<file path="src/rtl/core/jmsp_pkg.sv">
// types, constants and helper functions shared by the manifest stream parser
package jmsp_pkg;

  typedef enum logic [2:0] {
    ROLE_NAME     = 3'd0,
    ROLE_COLON    = 3'd1,
    ROLE_VALUE    = 3'd2,
    ROLE_CONT     = 3'd3,
    ROLE_LINE_END = 3'd4,
    ROLE_BREAK    = 3'd5,
    ROLE_IGNORED  = 3'd6,
    ROLE_ERROR    = 3'd7
  } role_t;

  typedef enum logic [1:0] {
    CTX_VERSION = 2'd0,
    CTX_MAIN    = 2'd1,
    CTX_SECNAME = 2'd2,
    CTX_SECATTR = 2'd3
  } ctx_t;

  typedef enum logic [2:0] {
    PH_NAME_START  = 3'd0,
    PH_NAME        = 3'd1,
    PH_VALUE_SPACE = 3'd2,
    PH_VALUE       = 3'd3,
    PH_LINE_START  = 3'd4,
    PH_CONT        = 3'd5
  } phase_t;

  typedef enum logic [1:0] {
    OUT_RUNNING  = 2'd0,
    OUT_ACCEPTED = 2'd1,
    OUT_FAILED   = 2'd2
  } outcome_t;

  typedef struct packed {
    logic     ignore;
    ctx_t     ctx;
    phase_t   phase;
    logic     pending_cr;
    logic [4:0] kw_prog;
    logic [2:0] kw_cand;
    logic [1:0] vphase;
    logic     mc_seen;
    logic     in_mcv;
    outcome_t outcome;
  } gst_t;

  typedef struct packed {
    role_t role;
    logic  in_ind;
    logic  mcb;
  } res_t;

  localparam int KW_VERSION    = 0;
  localparam int KW_NAME       = 1;
  localparam int KW_MAIN_CLASS = 2;
  localparam int KW_COUNT      = 3;
  localparam int KW_MAX_CHARS  = 16;

  localparam logic [127:0] KW_VERSION_TEXT = "Manifest-Version";
  localparam logic [127:0] KW_NAME_TEXT    = {"Name", 96'd0};
  localparam logic [127:0] KW_MCLASS_TEXT  = {"Main-Class", 48'd0};
  localparam logic [4:0]   KW_VERSION_LEN  = 5'd16;
  localparam logic [4:0]   KW_NAME_LEN     = 5'd4;
  localparam logic [4:0]   KW_MCLASS_LEN   = 5'd10;
  localparam logic [4:0]   KW_PROG_MAX     = 5'd31;

  localparam logic [7:0] CH_NUL   = 8'h00;
  localparam logic [7:0] CH_CR    = 8'h0d;
  localparam logic [7:0] CH_LF    = 8'h0a;
  localparam logic [7:0] CH_SPACE = 8'h20;
  localparam logic [7:0] CH_DASH  = 8'h2d;
  localparam logic [7:0] CH_DOT   = 8'h2e;
  localparam logic [7:0] CH_COLON = 8'h3a;
  localparam logic [7:0] CH_UNDER = 8'h5f;
  localparam logic [7:0] CH_ZERO  = 8'h30;
  localparam logic [7:0] CH_NINE  = 8'h39;

  function automatic logic is_digit(input logic [7:0] c);
    return (c >= CH_ZERO) && (c <= CH_NINE);
  endfunction

  function automatic logic is_alnum(input logic [7:0] c);
    return (c >= 8'h41 && c <= 8'h5a) || (c >= 8'h61 && c <= 8'h7a) || is_digit(c);
  endfunction

  function automatic logic is_headerchar(input logic [7:0] c);
    return is_alnum(c) || c == CH_DASH || c == CH_UNDER;
  endfunction

  function automatic logic [4:0] kw_len(input int k);
    logic [4:0] len;
    case (k)
      KW_VERSION:    len = KW_VERSION_LEN;
      KW_NAME:       len = KW_NAME_LEN;
      KW_MAIN_CLASS: len = KW_MCLASS_LEN;
      default:       len = 5'd0;
    endcase
    return len;
  endfunction

  // true when keyword k holds character c at position idx
  function automatic logic kw_hit(input int k, input logic [4:0] idx, input logic [7:0] c);
    logic [127:0] text;
    logic         hit;
    case (k)
      KW_VERSION:    text = KW_VERSION_TEXT;
      KW_NAME:       text = KW_NAME_TEXT;
      KW_MAIN_CLASS: text = KW_MCLASS_TEXT;
      default:       text = '0;
    endcase
    hit = 1'b0;
    for (int i = 0; i < KW_MAX_CHARS; i++) begin
      if (idx == 5'(i) && idx < kw_len(k) && text[127 - 8*i -: 8] == c) begin
        hit = 1'b1;
      end
    end
    return hit;
  endfunction

endpackage

</file>
<file path="src/rtl/core/jmsp_kw.sv">
// keyword tracker: narrows the candidate keywords one name byte at a time
module jmsp_kw (
  input  logic [4:0]                     prog,
  input  logic [2:0]                     cand,
  input  logic                           restart,
  input  logic [7:0]                     c,
  output logic [4:0]                     prog_next,
  output logic [2:0]                     cand_next,
  output logic [jmsp_pkg::KW_COUNT-1:0]  match
);
  import jmsp_pkg::*;

  logic [4:0] base_prog;
  logic [2:0] base_cand;

  assign base_prog = restart ? 5'd0 : prog;
  assign base_cand = restart ? 3'b111 : cand;
  assign prog_next = (base_prog < KW_PROG_MAX) ? base_prog + 5'd1 : base_prog;

  always_comb begin
    for (int k = 0; k < KW_COUNT; k++) begin
      cand_next[k] = base_cand[k] && kw_hit(k, base_prog, c);
      match[k]     = cand[k] && (prog == kw_len(k));
    end
  end

endmodule

</file>
<file path="src/rtl/core/jmsp_step.sv">
// grammar step: next parser state and result for one manifest byte
module jmsp_step #(
  parameter int VERSION_WIDTH = 16
) (
  input  jmsp_pkg::gst_t             st,
  input  logic [VERSION_WIDTH-1:0]   major,
  input  logic [VERSION_WIDTH-1:0]   minor,
  input  logic [7:0]                 c,
  output jmsp_pkg::gst_t             st_next,
  output logic [VERSION_WIDTH-1:0]   major_next,
  output logic [VERSION_WIDTH-1:0]   minor_next,
  output jmsp_pkg::res_t             res
);
  import jmsp_pkg::*;

  localparam logic [VERSION_WIDTH+3:0] VMAX = {4'b0000, {VERSION_WIDTH{1'b1}}};

  function automatic logic [VERSION_WIDTH-1:0] sat10(input logic [VERSION_WIDTH-1:0] acc,
                                                     input logic [3:0] d);
    logic [VERSION_WIDTH+3:0] v;
    v = {1'b0, acc, 3'b000} + {3'b000, acc, 1'b0} + {{VERSION_WIDTH{1'b0}}, d};
    return (v > VMAX) ? VMAX[VERSION_WIDTH-1:0] : v[VERSION_WIDTH-1:0];
  endfunction

  logic [4:0]          kw_prog_fed;
  logic [2:0]          kw_cand_fed;
  logic [KW_COUNT-1:0] kw_match;
  logic                kw_restart;
  logic                kw_step;
  logic                fail_now;
  logic                sep_now;
  logic                ignore_now;
  logic                broken;
  logic                redirect;
  logic                is_eol;
  ctx_t                rctx;
  role_t               role;
  logic                mcb;
  logic [3:0]          d;

  assign kw_restart = (st.phase != PH_NAME);
  assign is_eol     = (c == CH_CR) || (c == CH_LF);
  assign d          = c[3:0];

  jmsp_kw u_kw (
    .prog      (st.kw_prog),
    .cand      (st.kw_cand),
    .restart   (kw_restart),
    .c         (c),
    .prog_next (kw_prog_fed),
    .cand_next (kw_cand_fed),
    .match     (kw_match)
  );

  always_comb begin
    st_next    = st;
    major_next = major;
    minor_next = minor;
    role       = ROLE_IGNORED;
    mcb        = 1'b0;
    fail_now   = 1'b0;
    sep_now    = 1'b0;
    ignore_now = 1'b0;
    broken     = 1'b0;
    redirect   = 1'b0;
    kw_step    = 1'b0;
    rctx       = st.ctx;
    if (st.outcome == OUT_FAILED) begin
      role = ROLE_ERROR;
    end else if (st.ignore) begin
      role = ROLE_IGNORED;
    end else if (st.pending_cr && c == CH_LF) begin
      st_next.pending_cr = 1'b0;
      role = (st.phase == PH_LINE_START) ? ROLE_LINE_END : ROLE_BREAK;
    end else if (c == CH_NUL) begin
      st_next.pending_cr = 1'b0;
      if (st.outcome == OUT_RUNNING) begin
        fail_now = 1'b1;
      end else begin
        ignore_now = 1'b1;
      end
    end else begin
      st_next.pending_cr = 1'b0;
      case (st.phase)
        PH_NAME_START: begin
          redirect = 1'b1;
        end
        PH_NAME: begin
          if (is_headerchar(c)) begin
            kw_step = 1'b1;
            role    = ROLE_NAME;
          end else if (c == CH_COLON) begin
            role          = ROLE_COLON;
            st_next.phase = PH_VALUE_SPACE;
            if (st.ctx == CTX_VERSION && !kw_match[KW_VERSION]) begin
              fail_now = 1'b1;
            end else if (st.ctx == CTX_MAIN && kw_match[KW_MAIN_CLASS] && !st.mc_seen) begin
              st_next.in_mcv = 1'b1;
            end else if (st.ctx == CTX_SECNAME && !kw_match[KW_NAME]) begin
              ignore_now = 1'b1;
            end
          end else begin
            broken = 1'b1;
          end
        end
        PH_VALUE_SPACE: begin
          if (c == CH_SPACE) begin
            role          = ROLE_VALUE;
            st_next.phase = PH_VALUE;
          end else if (st.ctx == CTX_SECATTR) begin
            redirect = 1'b1;
            rctx     = CTX_SECNAME;
          end else begin
            broken = 1'b1;
          end
        end
        PH_VALUE, PH_CONT: begin
          if (is_eol) begin
            role               = ROLE_LINE_END;
            st_next.phase      = PH_LINE_START;
            st_next.pending_cr = (c == CH_CR);
          end else begin
            role = (st.phase == PH_VALUE) ? ROLE_VALUE : ROLE_CONT;
            mcb  = st.in_mcv;
            if (st.ctx == CTX_VERSION) begin
              if (is_digit(c)) begin
                case (st.vphase)
                  2'd0: begin
                    major_next     = sat10('0, d);
                    st_next.vphase = 2'd1;
                  end
                  2'd1: major_next = sat10(major, d);
                  2'd2: begin
                    minor_next     = sat10('0, d);
                    st_next.vphase = 2'd3;
                  end
                  default: minor_next = sat10(minor, d);
                endcase
              end else if (c == CH_DOT && st.vphase == 2'd1) begin
                st_next.vphase = 2'd2;
              end else begin
                fail_now = 1'b1;
              end
            end
          end
        end
        PH_LINE_START: begin
          if (c == CH_SPACE) begin
            role          = ROLE_CONT;
            st_next.phase = PH_CONT;
          end else begin
            case (st.ctx)
              CTX_VERSION: begin
                if (st.vphase != 2'd3) begin
                  fail_now = 1'b1;
                end else begin
                  redirect = 1'b1;
                  rctx     = CTX_MAIN;
                end
              end
              CTX_MAIN: begin
                if (st.in_mcv) begin
                  st_next.mc_seen = 1'b1;
                  st_next.in_mcv  = 1'b0;
                end
                redirect = 1'b1;
                rctx     = CTX_MAIN;
              end
              default: begin
                redirect = 1'b1;
                rctx     = CTX_SECATTR;
              end
            endcase
          end
        end
        default: begin
          ignore_now = 1'b1;
        end
      endcase
      // header start at a name start, after a line end or after a missing value space in a section
      if (redirect) begin
        st_next.ctx = rctx;
        if (is_alnum(c)) begin
          kw_step       = 1'b1;
          st_next.phase = PH_NAME;
          role          = ROLE_NAME;
        end else begin
          st_next.phase = PH_NAME_START;
          broken        = 1'b1;
        end
      end
      if (broken) begin
        case (rctx)
          CTX_VERSION: fail_now   = 1'b1;
          CTX_MAIN:    sep_now    = 1'b1;
          default:     ignore_now = 1'b1;
        endcase
      end
    end
    if (sep_now) begin
      st_next.in_mcv = 1'b0;
      if (is_eol) begin
        st_next.outcome    = OUT_ACCEPTED;
        st_next.ctx        = CTX_SECNAME;
        st_next.phase      = PH_NAME_START;
        st_next.pending_cr = (c == CH_CR);
        role               = ROLE_BREAK;
      end else begin
        fail_now = 1'b1;
      end
    end
    if (fail_now) begin
      st_next.outcome = OUT_FAILED;
      st_next.in_mcv  = 1'b0;
      role            = ROLE_ERROR;
      mcb             = 1'b0;
    end
    if (ignore_now) begin
      st_next.ignore = 1'b1;
      role           = ROLE_IGNORED;
    end
    if (kw_step) begin
      st_next.kw_prog = kw_prog_fed;
      st_next.kw_cand = kw_cand_fed;
    end
    res.role   = role;
    res.mcb    = mcb;
    res.in_ind = (role <= ROLE_LINE_END) && (st_next.outcome != OUT_FAILED) &&
                 !st_next.ignore &&
                 (st_next.ctx == CTX_SECNAME || st_next.ctx == CTX_SECATTR);
  end

endmodule

</file>
<file path="src/rtl/core/jar_manifest_stream_parser_top.sv">
// manifest stream parser top level: input register, grammar step, result register
// a byte passes the input register, then the grammar step, into the result register
// throughput: one byte per cycle without output stall, limited by the single grammar step
// an empty input register takes a new byte while a result waits in the output register
// reset (rst, synchronous): grammar at the first main header name, versions zero,
// outcome running, both pipeline registers empty
module jar_manifest_stream_parser_top #(
  parameter int VERSION_WIDTH = 16
) (
  input  logic                     clk,
  input  logic                     rst,
  input  logic                     in_valid,
  output logic                     in_stall,
  input  logic [7:0]               text_byte,
  output logic                     out_valid,
  input  logic                     out_stall,
  output logic [2:0]               byte_role,
  output logic                     in_individual_section,
  output logic                     main_class_byte,
  output logic                     accepted,
  output logic                     failed,
  output logic [VERSION_WIDTH-1:0] manifest_major,
  output logic [VERSION_WIDTH-1:0] manifest_minor
);
  import jmsp_pkg::*;

  logic                     in_q_valid;
  logic [7:0]               in_q_byte;
  logic                     advance;
  gst_t                     st;
  gst_t                     st_next;
  logic [VERSION_WIDTH-1:0] major;
  logic [VERSION_WIDTH-1:0] minor;
  logic [VERSION_WIDTH-1:0] major_next;
  logic [VERSION_WIDTH-1:0] minor_next;
  res_t                     res;

  assign advance  = in_q_valid && (!out_valid || !out_stall);
  assign in_stall = in_q_valid && !advance;

  jmsp_step #(
    .VERSION_WIDTH (VERSION_WIDTH)
  ) u_step (
    .st         (st),
    .major      (major),
    .minor      (minor),
    .c          (in_q_byte),
    .st_next    (st_next),
    .major_next (major_next),
    .minor_next (minor_next),
    .res        (res)
  );

  // input register
  always_ff @(posedge clk) begin
    if (rst) begin
      in_q_valid <= 1'b0;
    end else if (!in_stall) begin
      in_q_valid <= in_valid;
    end
  end

  always_ff @(posedge clk) begin
    if (!in_stall && in_valid) begin
      in_q_byte <= text_byte;
    end
  end

  // parser state
  always_ff @(posedge clk) begin
    if (rst) begin
      st.ignore     <= 1'b0;
      st.ctx        <= CTX_VERSION;
      st.phase      <= PH_NAME_START;
      st.pending_cr <= 1'b0;
      st.kw_prog    <= 5'd0;
      st.kw_cand    <= 3'b111;
      st.vphase     <= 2'd0;
      st.mc_seen    <= 1'b0;
      st.in_mcv     <= 1'b0;
      st.outcome    <= OUT_RUNNING;
      major         <= '0;
      minor         <= '0;
    end else if (advance) begin
      st    <= st_next;
      major <= major_next;
      minor <= minor_next;
    end
  end

  // result register
  always_ff @(posedge clk) begin
    if (rst) begin
      out_valid <= 1'b0;
    end else if (advance) begin
      out_valid <= 1'b1;
    end else if (!out_stall) begin
      out_valid <= 1'b0;
    end
  end

  always_ff @(posedge clk) begin
    if (advance) begin
      byte_role             <= res.role;
      in_individual_section <= res.in_ind;
      main_class_byte       <= res.mcb;
      accepted              <= (st_next.outcome == OUT_ACCEPTED);
      failed                <= (st_next.outcome == OUT_FAILED);
      manifest_major        <= major_next;
      manifest_minor        <= minor_next;
    end
  end

  a_fail_sticky: assert property (@(posedge clk) disable iff (rst)
    st.outcome == OUT_FAILED |=> st.outcome == OUT_FAILED)
    else $error("parse failure did not stay set");

  a_error_role: assert property (@(posedge clk) disable iff (rst)
    out_valid |-> ((byte_role == ROLE_ERROR) == failed))
    else $error("error role and failed flag disagree");

  a_status_excl: assert property (@(posedge clk) disable iff (rst)
    out_valid |-> !(accepted && failed))
    else $error("accepted and failed both set");

  a_stall_cause: assert property (@(posedge clk) disable iff (rst)
    in_stall |-> (out_valid && out_stall))
    else $error("input stalled while result register free");

endmodule
</file>
<file path="config.mk">
export PLATFORM = sky130hd
export DESIGN_NAME = jar_manifest_stream_parser_top
export DESIGN_NICKNAME = d
export VERILOG_FILES = /design/src/rtl/core/jmsp_pkg.sv /design/src/rtl/core/jmsp_kw.sv /design/src/rtl/core/jmsp_step.sv /design/src/rtl/core/jar_manifest_stream_parser_top.sv
export SDC_FILE = /design/constraint.sdc
export NUM_CORES = 1
export LEC_CHECK = 0
export ABC_AREA = 1
export BUFFER_PORTS_ARGS = -buffer_cell sky130_fd_sc_hd__buf_4
export CORE_AREA = 2 2 136 138
export CTS_CLUSTER_DIAMETER = 30
export CTS_CLUSTER_SIZE = 14
export DETAILED_ROUTE_END_ITERATION = 8
export DIE_AREA = 0 0 138 140
export PLACE_DENSITY = 0.67
export SETUP_SLACK_MARGIN = 0.4
export SLEW_MARGIN = 40
export SYNTH_ARGS = -nofsm -noshare
export SYNTH_HDL_FRONTEND = slang
export SYNTH_SLANG_ARGS = --single-unit
</file>
<file path="constraint.sdc">
create_clock -name clk -period 7.75 [get_ports clk]
set_clock_uncertainty 0.05 [all_clocks]
set_input_delay 1.9375 -clock clk [delete_from_list [all_inputs] [get_ports clk]]
set_output_delay 1.9375 -clock clk [all_outputs]
set_load 0.1 [all_outputs]
</file>
# Yosys cells after proc, flatten, opt, wreduce, memory -nomap -nowiden
# Index checks and enable logic that the tools add are counted.
# word_totals
ff_bits,102
in_bits,12
out_inout_bits,41
wordCells,475
# classes
addsub,5
magnitude_cmp,14
n_eq_ne,72
muxes,205
n_bitwise,7
reduce_logical,150
# ops
op,count
16-bit two-way mux,19
1-bit two-way mux,131
"7-bit by 8-bit equality test with 1-bit output, first input constant",15
1-bit logical AND,117
3-bit two-way mux,22
16-bit one-hot mux with 2 select lines,2
"5-bit by 4-bit equality test with 1-bit output, second input constant",9
19-bit by 17-bit adder with 20-bit output,2
20-bit by 4-bit adder with 20-bit output,2
"20-bit by 16-bit greater-than comparator with 1-bit output, second input constant",2
"8-bit by 6-bit equality test with 1-bit output, second input constant",4
"5-bit by 3-bit equality test with 1-bit output, second input constant",5
5-bit two-way mux,5
6-bit two-way mux,4
3-bit one-hot mux with 4 select lines,2
2-bit two-way mux,11
"8-bit by 4-bit equality test with 1-bit output, second input constant",2
"8-bit by 7-bit >= comparator with 1-bit output, second input constant",2
"4-bit by 16-bit greater-than comparator with 1-bit output, second input constant",1
"8-bit by 7-bit <= comparator with 1-bit output, second input constant",2
"4-bit by 2-bit inequality test with 1-bit output, second input constant",4
"3-bit by 1-bit inequality test with 1-bit output, second input constant",5
"2-bit equality test, second input constant",7
2-bit one-hot mux with 2 select lines,3
39 further kinds,75

# Longest topological paths before layout
# depth
ltp_word,27
mapped_depth,20
mapped_depth_nobuf,20

# Modules after synthesis
# Synthesis repeated with hierarchy kept, for this count alone.
# hier_totals
hier_cells,1291
area_unflattened_um2,8775.9
# by_module_without_submodules
mod,instances,cells_each,area_each_um2,seq_area_each_um2
jmsp_step,1,684,4022.6,0.0
jar_manifest_stream_parser_top,1,402,3881.2,2512.4
jmsp_kw,1,205,872.1,0.0

# Least setup slack after synthesis
# No wires, ideal clock.
# synth_path
kind,input to output
from,in out_stall
to,out in_stall
arrival_time_ns,3.343
t_required_ns,5.762
path_slack_ns,2.420
cell_stages,2
cell_sequence,nand2_1 > nor2_1
# synth_via
elab_chain_cells,5
# synth_rtl
item,line,source
"start, declared",jar_manifest_stream_parser_top.sv:16,"input logic out_stall,"
1-bit zero test,-,
1-bit logical OR,jar_manifest_stream_parser_top.sv:38,assign advance = in_q_valid && (!out_valid || !out_stall);
1-bit logical AND,jar_manifest_stream_parser_top.sv:38,
1-bit zero test,jar_manifest_stream_parser_top.sv:39,assign in_stall = in_q_valid && !advance;
1-bit logical AND,jar_manifest_stream_parser_top.sv:39,
"end, declared",jar_manifest_stream_parser_top.sv:13,"output logic in_stall,"
# No other way between the ends.

# Worst setup path in the final report
# Same ends and word-level chain as after synthesis.

==> key figures <==
Setup path
  • Req. time, crit path: about 5.8 ns
  • Worst setup path class: in2out
  • CP Max Fanout: 3
  • Worst EP arrival: roughly 2.5 ns
  • FF-to-FF End: manifest_minor[15]
  • CP Capture Type: output port
  • CP Launch Type: input port
  • FF-to-FF Start: in_q_byte[3]
  • Reg2Reg Setup Slack: around 3.7 ns
  • Worst Setup EP: in_stall
  • FF-to-FF path depth: 16
  • Crit path launch: out_stall

Synthesis
  • Mux share of post-synthesis cell area: 0%
  • Syn. warnings: 0
  • EDFF count, synth: between 40 and 50
  • Largest family of logic cells by synthesized area: simple AND/OR/NAND/NOR gates
  • Synth Area in Adders: roughly 12%
  • Synth unique cells: 53
  • Syn nets: approximately 1,200
  • Post-synth ARST share: 0%
  • #FFs+latches synth: around 100
  • Syn avg cell area: approximately 7.1 um2
  • Seq/Total Area, Yosys: 31.8%
  • Ys flop type: dfxtp_1
  • Post-Synth XOR/XNOR Area: approximately 3.1%
  • Cells after synthesis: about 1,100
  • Synth Area in Compound Gates: between 10% and 20%
  • Post-synthesis simple-gate area fraction: roughly 30%
  • Cell Area, Synth: between 7000 and 8000 um2

Global route
  • Vias in the first global route: just under 7,000
  • Initial antenna violation count: 0
  • GRT Util Overall: between 15 and 20%
  • GRT overflow: 0
  • Largest net degree at the start of global routing: between 80 and 90
  • First-pass GRT wire length: around 32 mm

CTS
  • Clock root buffer: clkbuf_16
  • CTS tree: yes
  • Post-CTS sizing: 0
  • Htree depth: 3
  • CTS Sinks: 102
  • Worst-path clk slew: 0.07 ns
  • Clock tree buffer depth: 2
  • Post-CTS Setup Inserts: 0
  • Post-cts hold buffer count: 0
  • Later-pin clock latency in the skew report: 0.36 ns
  • CTS Buf Count: 9

Cells and area
  • Layout cells sized above 1: a little over a tenth
  • Commonest cells after routing, fill and taps aside: nand2_1, inv_1, nor2_1
  • Area delta synth->final: 11.0%
  • Design area: approximately 8800 um2
  • # fillers: around 1,800
  • Final #Nets: between 1,000 and 1,500
  • Commonest non-fill, non-tap cell in the layout: nand2_1
  • ANT cells: 0
  • Fin cells: approximately 1,400

STA
  • Fin crit share: between 50 and 60%
  • Worst-margin pin slew: a little under 0.8 ns
  • Setup violations, final: 0
  • Unrepaired setup endpoints after global routing: no
  • Final Max Tran Viols: 0
  • Total negative setup slack: 0 ns
  • Fmax: between 200 and 250 MHz
  • PnR worst setup slack: roughly 3.2 ns
  • Worst rel slew slack: roughly half
  • Tmin final: 4.53 ns
  • Fin. Hold Viols: 0

Route
  • Wirelength per Cell: around 14 um
  • Detailed Route Iter0 Violations: 606
  • Vias per cell: ~5.3
  • Pre-antenna DRT Iters: 5
  • Final wirelength: around 19 mm
  • Vias: around 7,300
  • Number of nets with antenna violations after routing: 0
  • Post-route DRC: 0

Worst hold path
  • Hold Crit Class: reg2reg

Run status
  • Status: finished, final reports clean

Floorplanning
  • CORE AREA: 17,800 um2
  • Total die area: about 19,000 um2
  • Die width: 138 um
  • Core Rows: 49
  • Initial core utilization: 44.4%
  • I/O pins: 53
  • Height of the die: roughly 140 um

Power and ir drop
  • Part of the power in registers: ~43%
  • P per Cell Area: between 150 and 200 nW/um2
  • Pint: just under 1 mW
  • Worst IR drop on VDD: 0.116 mV
  • Logic gate share of total power: 25.6%
  • Clock group share of total power: between 30% and 40%
  • Switching share of power: between 30 and 40%
  • Final total power: between 1 and 1.5 mW
  • P_sw: 494 uW
  • Pleak: about 4.3 nW

Placement
  • Final GP Congestion: between 0.9 and 1
  • DP Area: roughly 8500 um2
  • Post-Place Cells: between 1,000 and 1,500
  • Dpl ws: 3.23 ns
  • I/O Buffers: 52
  • Detailed Place HPWL: 14.2 mm

Run
  • Maxcap violations: 0
## Yosys cell counts (3+ instances only)
| cell type | count | area [um2] |
|---|---|---|
| nand2_1 | 236 | 886 |
| inv_1 | 152 | 571 |
| nor2_1 | 121 | 454 |
| a21oi_1 | 76 | 380 |
| o21ai_0 | 71 | 355 |
| ha_1 | 67 | 838 |
| nand3_1 | 66 | 330 |
| dfxtp_1 | 55 | 1100 |
| edfxtp_1 | 47 | 1410 |
| nand4_1 | 23 | 144 |
| xor2_1 | 21 | 184 |
| nor3_1 | 19 | 95.1 |
| o21ai_1 | 16 | 80.1 |
| clkbuf_1 | 15 | 56.3 |
| inv_2 | 13 | 48.8 |
| nand2_2 | 13 | 81.3 |
| nor2_2 | 9 | 56.3 |
| nor4_1 | 8 | 50.1 |
| xnor2_1 | 7 | 61.3 |
| o21bai_1 | 6 | 45.0 |
| a31oi_1 | 5 | 31.3 |
| a221oi_1 | 4 | 35.0 |
| buf_2 | 4 | 20.0 |
| fa_1 | 4 | 80.1 |
| nor2_4 | 4 | 45.0 |
| o221ai_1 | 4 | 35.0 |
| or2_2 | 4 | 25.0 |
| a211oi_1 | 3 | 22.5 |
| nand3_2 | 3 | 30.0 |
| nand3b_1 | 3 | 22.5 |
## registers in the layout (all words and copies together) (netlist names)
signal                 count
byte_role                  3
major                     16
manifest_minor            16
main_class_byte            1
accepted                   1
in_individual_section      1
in_q_valid                 1
out_valid                  1
st                        21
manifest_major            16
failed                     1
in_q_byte                  8
minor                     16
## routing by layer
metal / GRT usage [%] / vias up / share of wire [%]
met4: 7.63 / 0 / 2.8
met3: 2.91 / 46 / 3.9
met5: 0 / - / 0
met2: 34.3 / 171 / 47
met1: 25.3 / 3325 / 47
li1: - / 3796 / -
## logic make-up (layout without fill, tap and decap cells)
group	count (synthesis)	count (layout)
xor gates and xnor gates	28	28
AOI/OAI and AO/OA	204	204
DFF	102	102
and+or+nand+nor	517	517
adders and majority gates	71	71
buffers and inverters	189	236
## final cells by class
type | count | area [um2] | area share (%)
Timing Repair Buffer | 53 | 402 | 4.58
Sequential cell | 102 | 2510 | 28.6
Clock buffer | 14 | 254 | 2.90
Multi-Input combinational cell | 820 | 4650 | 53.0
Clock inverter | 2 | 33.8 | 0.385
Inverter | 167 | 632 | 7.20
Tap cell | 229 | 287 | 3.27
## stage by stage
stage / utilization, % / hold slack [ns]
4_1_cts: 49.3 / 0.407
5_1_grt: 49.3 / 0.441
6_report: 49.3 / 0.407
2_1_floorplan: - / 0.377
3_3_place_gp: 47.7 / 0.391
3_5_place_dp: 47.7 / 0.397
## worst min-delay path by stage
stage	startpoint	end	slack [ns]	cells past startpoint
2_1_floorplan	st[3]	st[3]	0.38	2
3_3_place_gp	st[3]	st[3]	0.39	2
3_5_place_dp	st[3]	st[3]	0.40	2
4_1_cts	st[3]	st[3]	0.41	2
5_1_grt	st[3]	st[3]	0.44	2
6_report	st[3]	st[3]	0.41	2
## worst max-delay path, cell delays in order
cell	delay, ns
buf_4	0.08
nand2_1	0.07
nor2_1	0.14
buf_4	0.31
## power by group through the flow
stage	combinational (mW)	sequential, mW	clock (mW)
final	0.375	0.628	0.459
after global routing	0.416	0.632	0.487
after CTS	0.374	0.628	0.470
after detailed placement	0.372	0.639	0
after global placement	0.368	0.639	0
after floorplan	0.218	0.712	0
Power figures use the tool's default switching activity.
